==> src/hdl/swpwd_pkg.sv <==
// shared types and constants of the single-wire pulse width decoder
// no dependencies; compiled before the interfaces and the core
package swpwd_pkg;

    // operation codes of an input request
    localparam logic OP_START = 1'b0;
    localparam logic OP_EDGE  = 1'b1;

    // line level after an edge
    localparam logic LEVEL_FALL = 1'b0;
    localparam logic LEVEL_RISE = 1'b1;

    // configuration register indexes
    localparam logic [1:0] REG_BIT_THRESHOLD = 2'd0;
    localparam logic [1:0] REG_SKIP_PULSES   = 2'd1;
    localparam logic [1:0] REG_VALID_LIMIT   = 2'd2;

    // configuration reset values
    localparam logic [7:0]  RST_BIT_THRESHOLD = 8'd55;
    localparam logic [2:0]  RST_SKIP_PULSES   = 3'd2;
    localparam logic [15:0] RST_VALID_LIMIT   = 16'd999;

    // saturation value of a measured pulse width
    localparam logic [7:0] WIDTH_MAX = 8'd255;

    // field widths
    localparam int CFG_INDEX_W = 2;
    localparam int CFG_DATA_W  = 16;
    localparam int TIME_W      = 32;
    localparam int OUT_INDEX_W = 2;
    localparam int OUT_VALUE_W = 16;

endpackage

==> src/hdl/swpwd_if.sv <==
// request channels of the single-wire pulse width decoder: edge input,
// word output and configuration write
// depends on swpwd_pkg for the field widths

// edge event channel
interface swpwd_in_if;
    logic                             valid;
    logic                             ready;
    logic                             operation;
    logic                             line_level;
    logic [swpwd_pkg::TIME_W-1:0]     time_us;

    modport source (output valid, operation, line_level, time_us, input ready);
    modport sink   (input valid, operation, line_level, time_us, output ready);
endinterface

// decoded word channel
interface swpwd_out_if;
    logic                                 valid;
    logic                                 ready;
    logic [swpwd_pkg::OUT_INDEX_W-1:0]    word_index;
    logic [swpwd_pkg::OUT_VALUE_W-1:0]    word_value;
    logic                                 in_range;
    logic                                 last;

    modport source (output valid, word_index, word_value, in_range, last, input ready);
    modport sink   (input valid, word_index, word_value, in_range, last, output ready);
endinterface

// configuration write channel
interface swpwd_cfg_if;
    logic                                 valid;
    logic                                 ready;
    logic [swpwd_pkg::CFG_INDEX_W-1:0]    index;
    logic [swpwd_pkg::CFG_DATA_W-1:0]     data;

    modport source (output valid, index, data, input ready);
    modport sink   (input valid, index, data, output ready);
endinterface

==> src/hdl/single_wire_pulse_width_decoder_core.sv <==
// single-wire pulse width decoder: turns timestamped line edges into data words
// depends on swpwd_pkg and the channel interfaces in swpwd_if.sv
//
//  channel  | direction | contents
//  ---------+-----------+-----------------------------------------------
//  i_in     | in        | operation, line_level, time_us
//  o_out    | out       | word_index, word_value, in_range, last
//  i_cfg    | in        | index, data (bit_threshold, skip_pulses, valid_limit)
//
// one edge request per cycle while the output register is empty or taken; a
// request is captured in an input register and decoded from there into the
// frame state and the output register. a full output register that is not
// taken holds the decode stage and then the input register. synchronous
// active-low reset clears the frame state and loads the register defaults.
// configuration writes are always taken.
module single_wire_pulse_width_decoder_core #(
    parameter int FRAME_PULSES = 45,
    parameter int WORD_BITS    = 16
) (
    input  logic               i_clk,
    input  logic               i_rst_n,
    swpwd_in_if.sink           i_in,
    swpwd_out_if.source        o_out,
    swpwd_cfg_if.sink          i_cfg
);

    localparam int PC_W  = $clog2(FRAME_PULSES + 1);
    localparam int BP_W  = $clog2(WORD_BITS);
    localparam int CMP_W = (PC_W > 3) ? PC_W : 3;
    localparam int TW    = swpwd_pkg::TIME_W;

    localparam logic [PC_W-1:0] LAST_PULSE = PC_W'(FRAME_PULSES);
    localparam logic [BP_W-1:0] TOP_BIT    = BP_W'(WORD_BITS - 1);

    // configuration registers
    logic [7:0]  r_bit_threshold;
    logic [2:0]  r_skip_pulses;
    logic [15:0] r_valid_limit;

    // input register
    logic          r_in_valid;
    logic          r_in_op;
    logic          r_in_level;
    logic [TW-1:0] r_in_time;

    // frame state
    logic [TW-1:0]        r_rise_time,    n_rise_time;
    logic                 r_rise_seen,    n_rise_seen;
    logic [PC_W-1:0]      r_pulse_count,  n_pulse_count;
    logic [WORD_BITS-1:0] r_shift_word,   n_shift_word;
    logic [BP_W-1:0]      r_bit_position, n_bit_position;
    logic [1:0]           r_word_count,   n_word_count;

    // output register
    logic        r_out_valid;
    logic [1:0]  r_out_index,  n_out_index;
    logic [15:0] r_out_value,  n_out_value;
    logic        r_out_range,  n_out_range;
    logic        r_out_last,   n_out_last;
    logic        n_emit;

    logic          advance;
    logic          process;
    logic          in_take;
    logic [TW-1:0] width_full;
    logic [7:0]    width_sat;
    logic [WORD_BITS-1:0] word_set;
    logic [31:0]   word_ext;
    logic          frame_end;

    // handshakes
    assign advance     = !r_out_valid || o_out.ready;
    assign process     = r_in_valid && advance;
    assign i_in.ready  = !r_in_valid || advance;
    assign in_take     = i_in.valid && i_in.ready;
    assign i_cfg.ready = 1'b1;

    // configuration writes
    always_ff @(posedge i_clk) begin
        if (!i_rst_n) begin
            r_bit_threshold <= swpwd_pkg::RST_BIT_THRESHOLD;
            r_skip_pulses   <= swpwd_pkg::RST_SKIP_PULSES;
            r_valid_limit   <= swpwd_pkg::RST_VALID_LIMIT;
        end else if (i_cfg.valid) begin
            case (i_cfg.index)
                swpwd_pkg::REG_BIT_THRESHOLD: r_bit_threshold <= i_cfg.data[7:0];
                swpwd_pkg::REG_SKIP_PULSES:   r_skip_pulses   <= i_cfg.data[2:0];
                swpwd_pkg::REG_VALID_LIMIT:   r_valid_limit   <= i_cfg.data;
                default: ;
            endcase
        end
    end

    // input register
    always_ff @(posedge i_clk) begin
        if (!i_rst_n) begin
            r_in_valid <= 1'b0;
        end else if (i_in.ready) begin
            r_in_valid <= i_in.valid;
        end
    end

    always_ff @(posedge i_clk) begin
        if (in_take) begin
            r_in_op    <= i_in.operation;
            r_in_level <= i_in.line_level;
            r_in_time  <= i_in.time_us;
        end
    end

    // pulse width, saturated, and the word with the new bit set
    assign width_full = r_in_time - r_rise_time;
    assign width_sat  = (|width_full[TW-1:8]) ? swpwd_pkg::WIDTH_MAX : width_full[7:0];
    assign word_set   = r_shift_word
                      | (WORD_BITS'(width_sat >= r_bit_threshold) << r_bit_position);
    assign word_ext   = 32'(word_set);
    assign frame_end  = (r_pulse_count + PC_W'(1)) == LAST_PULSE;

    // decode step
    always_comb begin
        n_rise_time    = r_rise_time;
        n_rise_seen    = r_rise_seen;
        n_pulse_count  = r_pulse_count;
        n_shift_word   = r_shift_word;
        n_bit_position = r_bit_position;
        n_word_count   = r_word_count;
        n_emit         = 1'b0;
        n_out_index    = r_word_count;
        n_out_value    = word_ext[15:0];
        n_out_range    = word_ext < 32'(r_valid_limit);
        n_out_last     = 1'b0;

        if (r_in_op == swpwd_pkg::OP_START) begin
            // start of a new frame
            n_rise_time    = '0;
            n_rise_seen    = 1'b0;
            n_pulse_count  = '0;
            n_shift_word   = '0;
            n_bit_position = TOP_BIT;
            n_word_count   = '0;
        end else if (r_in_level == swpwd_pkg::LEVEL_RISE) begin
            n_rise_time = r_in_time;
            n_rise_seen = 1'b1;
        end else if (r_rise_seen && r_pulse_count < LAST_PULSE) begin
            n_pulse_count = r_pulse_count + PC_W'(1);
            // leading pulses give no bit
            if (CMP_W'(r_pulse_count) >= CMP_W'(r_skip_pulses)) begin
                n_shift_word = word_set;
                if (r_bit_position == '0) begin
                    n_emit     = 1'b1;
                    n_out_last = frame_end;
                end else begin
                    n_bit_position = r_bit_position - BP_W'(1);
                    if (frame_end) begin
                        n_emit     = 1'b1;
                        n_out_last = 1'b1;
                    end
                end
                if (n_emit) begin
                    n_word_count   = r_word_count + 2'd1;
                    n_shift_word   = '0;
                    n_bit_position = TOP_BIT;
                end
            end
        end
    end

    // frame state
    always_ff @(posedge i_clk) begin
        if (!i_rst_n) begin
            r_rise_time    <= '0;
            r_rise_seen    <= 1'b0;
            r_pulse_count  <= '0;
            r_shift_word   <= '0;
            r_bit_position <= TOP_BIT;
            r_word_count   <= '0;
        end else if (process) begin
            r_rise_time    <= n_rise_time;
            r_rise_seen    <= n_rise_seen;
            r_pulse_count  <= n_pulse_count;
            r_shift_word   <= n_shift_word;
            r_bit_position <= n_bit_position;
            r_word_count   <= n_word_count;
        end
    end

    // output register
    always_ff @(posedge i_clk) begin
        if (!i_rst_n) begin
            r_out_valid <= 1'b0;
        end else if (advance) begin
            r_out_valid <= process && n_emit;
        end
    end

    always_ff @(posedge i_clk) begin
        if (process && n_emit) begin
            r_out_index <= n_out_index;
            r_out_value <= n_out_value;
            r_out_range <= n_out_range;
            r_out_last  <= n_out_last;
        end
    end

    assign o_out.valid      = r_out_valid;
    assign o_out.word_index = r_out_index;
    assign o_out.word_value = r_out_value;
    assign o_out.in_range   = r_out_range;
    assign o_out.last       = r_out_last;

endmodule
==> src/flat_wrapper.sv <==
// flat-port wrapper written by rule: the top's interface ports become plain ports
module single_wire_pulse_width_decoder_core_flat 
#(
    parameter int FRAME_PULSES = 45,
    parameter int WORD_BITS    = 16
)
  (i_clk, i_rst_n, i_in_valid, i_in_operation, i_in_line_level, i_in_time_us, i_in_ready, o_out_valid, o_out_word_index, o_out_word_value, o_out_in_range, o_out_last, o_out_ready, i_cfg_valid, i_cfg_index, i_cfg_data, i_cfg_ready);
  swpwd_in_if i_in_i ();
  swpwd_out_if o_out_i ();
  swpwd_cfg_if i_cfg_i ();
  input  logic i_clk;
  input  logic i_rst_n;
  input wire logic [$bits(i_in_i.valid)-1:0] i_in_valid;
  input wire logic [$bits(i_in_i.operation)-1:0] i_in_operation;
  input wire logic [$bits(i_in_i.line_level)-1:0] i_in_line_level;
  input wire logic [$bits(i_in_i.time_us)-1:0] i_in_time_us;
  output wire logic [$bits(i_in_i.ready)-1:0] i_in_ready;
  output wire logic [$bits(o_out_i.valid)-1:0] o_out_valid;
  output wire logic [$bits(o_out_i.word_index)-1:0] o_out_word_index;
  output wire logic [$bits(o_out_i.word_value)-1:0] o_out_word_value;
  output wire logic [$bits(o_out_i.in_range)-1:0] o_out_in_range;
  output wire logic [$bits(o_out_i.last)-1:0] o_out_last;
  input wire logic [$bits(o_out_i.ready)-1:0] o_out_ready;
  input wire logic [$bits(i_cfg_i.valid)-1:0] i_cfg_valid;
  input wire logic [$bits(i_cfg_i.index)-1:0] i_cfg_index;
  input wire logic [$bits(i_cfg_i.data)-1:0] i_cfg_data;
  output wire logic [$bits(i_cfg_i.ready)-1:0] i_cfg_ready;
  assign i_in_i.valid = i_in_valid;
  assign i_in_i.operation = i_in_operation;
  assign i_in_i.line_level = i_in_line_level;
  assign i_in_i.time_us = i_in_time_us;
  assign i_in_ready = i_in_i.ready;
  assign o_out_valid = o_out_i.valid;
  assign o_out_word_index = o_out_i.word_index;
  assign o_out_word_value = o_out_i.word_value;
  assign o_out_in_range = o_out_i.in_range;
  assign o_out_last = o_out_i.last;
  assign o_out_i.ready = o_out_ready;
  assign i_cfg_i.valid = i_cfg_valid;
  assign i_cfg_i.index = i_cfg_index;
  assign i_cfg_i.data = i_cfg_data;
  assign i_cfg_ready = i_cfg_i.ready;
  single_wire_pulse_width_decoder_core #(.FRAME_PULSES(FRAME_PULSES), .WORD_BITS(WORD_BITS)) u_core (.i_clk(i_clk), .i_rst_n(i_rst_n), .i_in(i_in_i), .o_out(o_out_i), .i_cfg(i_cfg_i));
endmodule
==> config.mk <==
export PLATFORM = sky130hd
export DESIGN_NAME = single_wire_pulse_width_decoder_core_flat
export DESIGN_NICKNAME = d
export VERILOG_FILES = /design/src/hdl/swpwd_pkg.sv /design/src/hdl/swpwd_if.sv /design/src/hdl/single_wire_pulse_width_decoder_core.sv /design/src/flat_wrapper.sv
export SDC_FILE = /design/constraint.sdc
export NUM_CORES = 1
export LEC_CHECK = 0
export ABC_AREA = 1
export BUFFER_PORTS_ARGS = -buffer_cell sky130_fd_sc_hd__clkbuf_2
export CAP_MARGIN = 0
export CORE_MARGIN = 3
export CORE_UTILIZATION = 30
export DETAILED_ROUTE_END_ITERATION = 10
export PLACE_DENSITY = 0.57
export SETUP_SLACK_MARGIN = 0.2
export SYNTH_ARGS = -nofsm -noshare
export SYNTH_HDL_FRONTEND = slang
export SYNTH_SLANG_ARGS = --single-unit
==> constraint.sdc <==
create_clock -name i_clk -period 6 [get_ports i_clk]
set_clock_uncertainty 0.2 [all_clocks]
set_input_delay 1.2 -clock i_clk [delete_from_list [all_inputs] [get_ports i_clk]]
set_output_delay 1.2 -clock i_clk [all_outputs]
set_load 0.05 [all_outputs]
## After elaboration in Yosys (flattened, before gate mapping)

Cells that the tools add are included.

| operators by class | value |
|---|---|
| muxes and demuxes | 35 |
| reduce and logical (&&, ||, !) cells | 20 |
| add/subtract/negate cells | 4 |
| $lt $le $gt $ge | 4 |
| eq/ne operators | 9 |
| shift-type cells | 1 |
| bitwise operators | 4 |

Operators by type and width:

| kind | count |
|---|---|
| $mux 16 | 5 |
| $mux 32 | 2 |
| $sub 32x32->32 | 1 |
| $mux 4 | 6 |
| $reduce_or 24->1 | 1 |
| $mux 6 | 3 |
| $lt 16x16->1 | 1 |
| $or 16x16->16 | 1 |
| $shl 1x4->16 | 1 |
| $mux 1 | 13 |
| $mux 2 | 5 |
| $ne 2x2->1 const B | 5 |
| $reduce_and 5->1 | 2 |
| $ge 8x8->1 | 1 |
| $mux 8 | 1 |
| $reduce_and 2->1 | 4 |
| $add 6x1->6 const B | 1 |
| $eq 6x6->1 const B | 1 |
| $ge 6x3->1 | 1 |
| $lt 6x6->1 const B | 1 |
| $logic_and 1x1->1 | 4 |
| $logic_not 4->1 | 1 |
| $reduce_and 4->1 | 1 |
| $reduce_or 4->1 | 1 |
| other kinds (10) | 14 |

| storage, ports and cells | value |
|---|---|
| input port bits | 57 |
| flip-flop bits (word level) | 144 |
| output and inout port bits | 23 |
| word-level logic and storage cells | 95 |

## Logic depth before layout (Yosys ltp)

| depth | value |
|---|---|
| depth after elaboration | 13 |
| depth in mapped cells | 38 |

## Worst setup path before layout

No wires, ideal clock.

| timing | value |
|---|---|
| path type | register to register |
| start point | register u_core.r_in_time[0] |
| end point | register u_core.r_out_range (netlist: u_core.o_out.in_range) (data pin) |
| library setup time | 146 ps |
| arrival | 4048 ps |
| cell stages (with the launch flop) | 35 |
| period minus slack after synthesis | 4394 ps |
| buffers on the path | 0 |
| path slack | 1606 ps |
| cells stage by stage | edfxtp_1 > inv_1 > ha_1 > fa_1 > inv_1 > nand2_2 > a21oi_2 > nand2_2 > nand2_4 > nand2_4 > a21boi_2 > nor2_1 > nand2_1 > nand3_1 > nor2_2 > inv_2 > nor2_4 > nand4_1 > ha_1 > inv_1 > nor2_1 > nor2_1 > nor2_1 > o21ai_0 > nand2_1 > nand2_1 > nor2_1 > nand2_1 > o21bai_1 > ha_1 > a21oi_1 > nor2_1 > a211oi_1 > nand2_1 > a21oi_1 |

| between the ends | value |
|---|---|
| longest elaborated chain between the ends | 7 |

Ends and longest elaborated chain:

| what | RTL line | source |
|---|---|---|
| from (decl) | single_wire_pulse_width_decoder_core.sv:44 | `logic [TW-1:0] r_in_time;` |
| from (signal assigned) | single_wire_pulse_width_decoder_core.sv:107 | `r_in_time <= i_in.time_us;` |
| $sub 32x32->32 * | single_wire_pulse_width_decoder_core.sv:112 | `assign width_full = r_in_time - r_rise_time;` |
| $reduce_or 24->1 | single_wire_pulse_width_decoder_core.sv:113 | `assign width_sat = (\|width_full[TW-1:8]) ? swpwd_pkg::WIDTH_MAX : width_full[7:0];` |
| $mux 8 * | single_wire_pulse_width_decoder_core.sv:113 |  |
| $ge 8x8->1 * | single_wire_pulse_width_decoder_core.sv:115 | `\| (WORD_BITS'(width_sat >= r_bit_threshold) << r_bit_position);` |
| $shl 1x4->16 * | single_wire_pulse_width_decoder_core.sv:115 |  |
| $or 16x16->16 * | single_wire_pulse_width_decoder_core.sv:115 |  |
| via u_core.n_out_value[5] | single_wire_pulse_width_decoder_core.sv:57 | `logic [15:0] r_out_value, n_out_value;` |
| $lt 16x16->1 * | single_wire_pulse_width_decoder_core.sv:130 | `n_out_range = word_ext < 32'(r_valid_limit);` |
| via u_core.n_out_range | single_wire_pulse_width_decoder_core.sv:58 | `logic r_out_range, n_out_range;` |
| to (signal assigned) | single_wire_pulse_width_decoder_core.sv:200 | `r_out_range <= n_out_range;` |
| to (decl) | single_wire_pulse_width_decoder_core.sv:58 |  |

Mark *: on every way through the listed nets, which the timed path passes. The rest lies on a longest branch.
A chain may end at the register's enable or synchronous reset.

## Worst setup path after layout

Same ends and word-level chain as after synthesis.

==> flow_summary.toml <==
[routing]
routed-via-count = 7201
dr.pass1.iters = 5
drt-total-wl_um = 20900
dr.first_iter.drc_count = 354
vias_per_cell = 4.60
antenna_left = 0
wire_per_inst_um = 13.3
drc = 0

[floorplan]
rows = 60
core_area_mm2 = 0.0273
io_pins = 80
die_w_um = 174
dieHeight_um = 174
die_area_mm2 = 0.0301
start_util = 0.309

[placement]
hpwl_um = 15900
gp_congestion = 0.895
dp_cells = 1535
port-buffer-count = 78
placed_area_mm2 = 0.00921

[power]
internal_power_w = 0.00174
power.density_mw_per_mm2 = 249
switching_share = 0.284
combPwrFrac = 0.144
ir_drop_mv = 0.147
power.switching_w = 0.000689
seq_power_share = 0.438
cellLeakagePower_nw = 4.29
p_clk_frac = 0.417

[final_layout]
most-common-layout-cells = "nand2_1, inv_1, dfxtp_1, a21oi_1"
drive_gt1_frac = 0.142
area_growth_pct = 15.9
layout_commonest_cell = "nand2_1"
stdcell_count = 1567
n_antenna_cell = 0
fin_area_mm2 = 0.00976
fin_util = 0.358
nets = 1300

[grt]
grt_max_degree = 41
grt_pass1_wl_um = 35400
grt_overflow_total = 0
antenna_found_initial = 0
grt_pass1_vias = 7133
groute.usage.overall = 0.143

[logic_synthesis]
synthArstFlopShare = 0
syn_inst = 1104
synth_cell_types = 43
synthesis.area_mm2 = 0.00842
synth_edf_count = 54
synth_area_per_cell_um2 = 7.62
ys_seq_elements = 144
synthFlopType = "dfxtp_1"
syn_nets = 1222
ys_seq_area_frac = 0.407
yosys_warnings = 0

[clock_tree]
post_cts_buffers = 0
cts_htree_levels = 4
clock_sinks = 144
cts-resized-gates = 0
clockBufferDepth = 2
cts_hold_buf = 0
cts_root_buffer = "clkbuf_16"
cts_tree = "built"
clkTransAtPathRegs_ns = 0.06
clk_latency_ns = 0.43
numCtsBuffers = 17

[timing]
setup_violations = 0
slew_viol_final = 0
slew_headroom = 0.298
finalSetupTns_ns = 0
post-route-min-period_ns = 4.90
fmax_mhz = 204
timing.final.crit_share = 0.817
worst_slew_pin_slew_ns = 1.05
rsz0062_at_grt = "false"
whs_ns = 0.262
hold_viol_final = 0

[critical_path]
path_class = "register to register"
end_kind = "register"
cpPeakStageDelay_ns = 0.40
cpMaxStageDelayCell = "fa_1"
r2r-start = "u_core.r_in_time[0]"
start_kind = "register"
worstPathArrival_ns = 4.99
crit_start = "u_core.r_in_time[0]"
required_ns = 6.09
critical_path.max_fanout = 7

[worst_hold_path]
worstHoldPathType = "register to register"
min_from = "u_core.r_rise_time[15]"

[job]
maxCapViolCount = 0

[run_status]
status = "complete, no violations"
[sequential cells by signal, summed over array words and instances (netlist names), 4 cells and up]
register	count
u_core.r_in_time	32
u_core.r_rise_time	32
u_core.o_out.word_value	16
u_core.r_bit_threshold	8
u_core.r_valid_limit	16
u_core.r_bit_position	4
u_core.r_pulse_count	6
u_core.r_shift_word	16
[logic make-up after synthesis]
family | Yosys count | share of synthesized area
other | 1 | 0.000446
and+or+nand+nor | 504 | 0.271
xor gates and xnor gates | 14 | 0.0146
adders and majority gates | 61 | 0.0916
AOI/OAI and AO/OA | 184 | 0.127
buffers and inverters | 196 | 0.0886
DFF | 144 | 0.407
[metal layers]
metal | track usage | vias to the layer above | routed length, um
met5 | 0 | - | 0
met4 | 0.0395 | 0 | 298
met3 | 0.0272 | 21 | 777
met2 | 0.250 | 118 | 9880
met1 | 0.182 | 3270 | 9920
li1 | - | 3792 | -
[power by group through the flow]
| stage | Combinational, W | Clock (W) | Sequential, W |
|---|---|---|---|
| 2_1_floorplan | 0.000251 | 0 | 0.00109 |
| 3_3_place_gp | 0.000348 | 0 | 0.00108 |
| 3_5_place_dp | 0.000351 | 0 | 0.00109 |
| 4_1_cts | 0.000353 | 0.00104 | 0.00106 |
| 5_1_grt | 0.000404 | 0.00108 | 0.00107 |
| 6_report | 0.000350 | 0.00101 | 0.00106 |
[synth_stat cells (2+ instances only)]
| cell | number | area share |
|---|---|---|
| nand2_1 | 257 | 0.11 |
| inv_1 | 164 | 0.073 |
| dfxtp_1 | 90 | 0.21 |
| a21oi_1 | 85 | 0.051 |
| nor2_1 | 80 | 0.036 |
| nand3_1 | 79 | 0.047 |
| ha_1 | 60 | 0.089 |
| edfxtp_1 | 54 | 0.19 |
| o21ai_0 | 48 | 0.029 |
| nand4_1 | 25 | 0.019 |
| nand2_2 | 20 | 0.015 |
| clkbuf_1 | 19 | 0.0085 |
| o21bai_1 | 18 | 0.016 |
| o211ai_1 | 14 | 0.012 |
| nor3_1 | 12 | 0.0071 |
| nor2_2 | 9 | 0.0067 |
| xnor2_1 | 8 | 0.0083 |
| inv_2 | 7 | 0.0031 |
| xor2_1 | 6 | 0.0062 |
| nand3_2 | 5 | 0.0059 |
| nand3b_1 | 5 | 0.0045 |
| a21oi_2 | 4 | 0.0042 |
| a211oi_1 | 3 | 0.0027 |
| nor2_4 | 3 | 0.0040 |
| nor3_2 | 3 | 0.0036 |
| o211a_1 | 3 | 0.0036 |
| o21ai_1 | 3 | 0.0018 |
| buf_2 | 2 | 0.0012 |
| buf_4 | 2 | 0.0018 |
| nand2_4 | 2 | 0.0027 |
| o21a_1 | 2 | 0.0018 |
[final cells by class]
cell class	count	area, um^2
clock buffer	20	437
clock inverter	12	108
tap	372	465
inverter	172	646
multi-input combinational	764	4250
timing repair buffer	83	428
fill	2939	17500
sequential	144	3420
[worst max-delay path: cells and delay by family (launching register included)]
family	cells	cell delay, ns
adder cells (fa/ha/maj)	4	1.22
AO/OA/AOI/OAI	6	0.98
AND/OR/NAND/NOR	20	1.74
flip-flops	1	0.34
buffers and inverters	4	0.28
[worst paths after layout]
path                            end  slack [ns]  cells past startpoint
max           u_core.o_out.in_range        1.10                     34
min          u_core.r_rise_time[15]        0.26                      2
min reg2reg  u_core.r_rise_time[15]        0.26                      2
max reg2reg   u_core.o_out.in_range        1.10                     34
[per-stage QoR]
step	power, W	worst slack (ns)
detailed placement	0.00144	1.10
global placement	0.00143	1.18
floorplan	0.00134	1.61
CTS	0.00245	1.08
finish	0.00243	1.10
global route	0.00255	0.478
(Power assumes the default switching activity.)
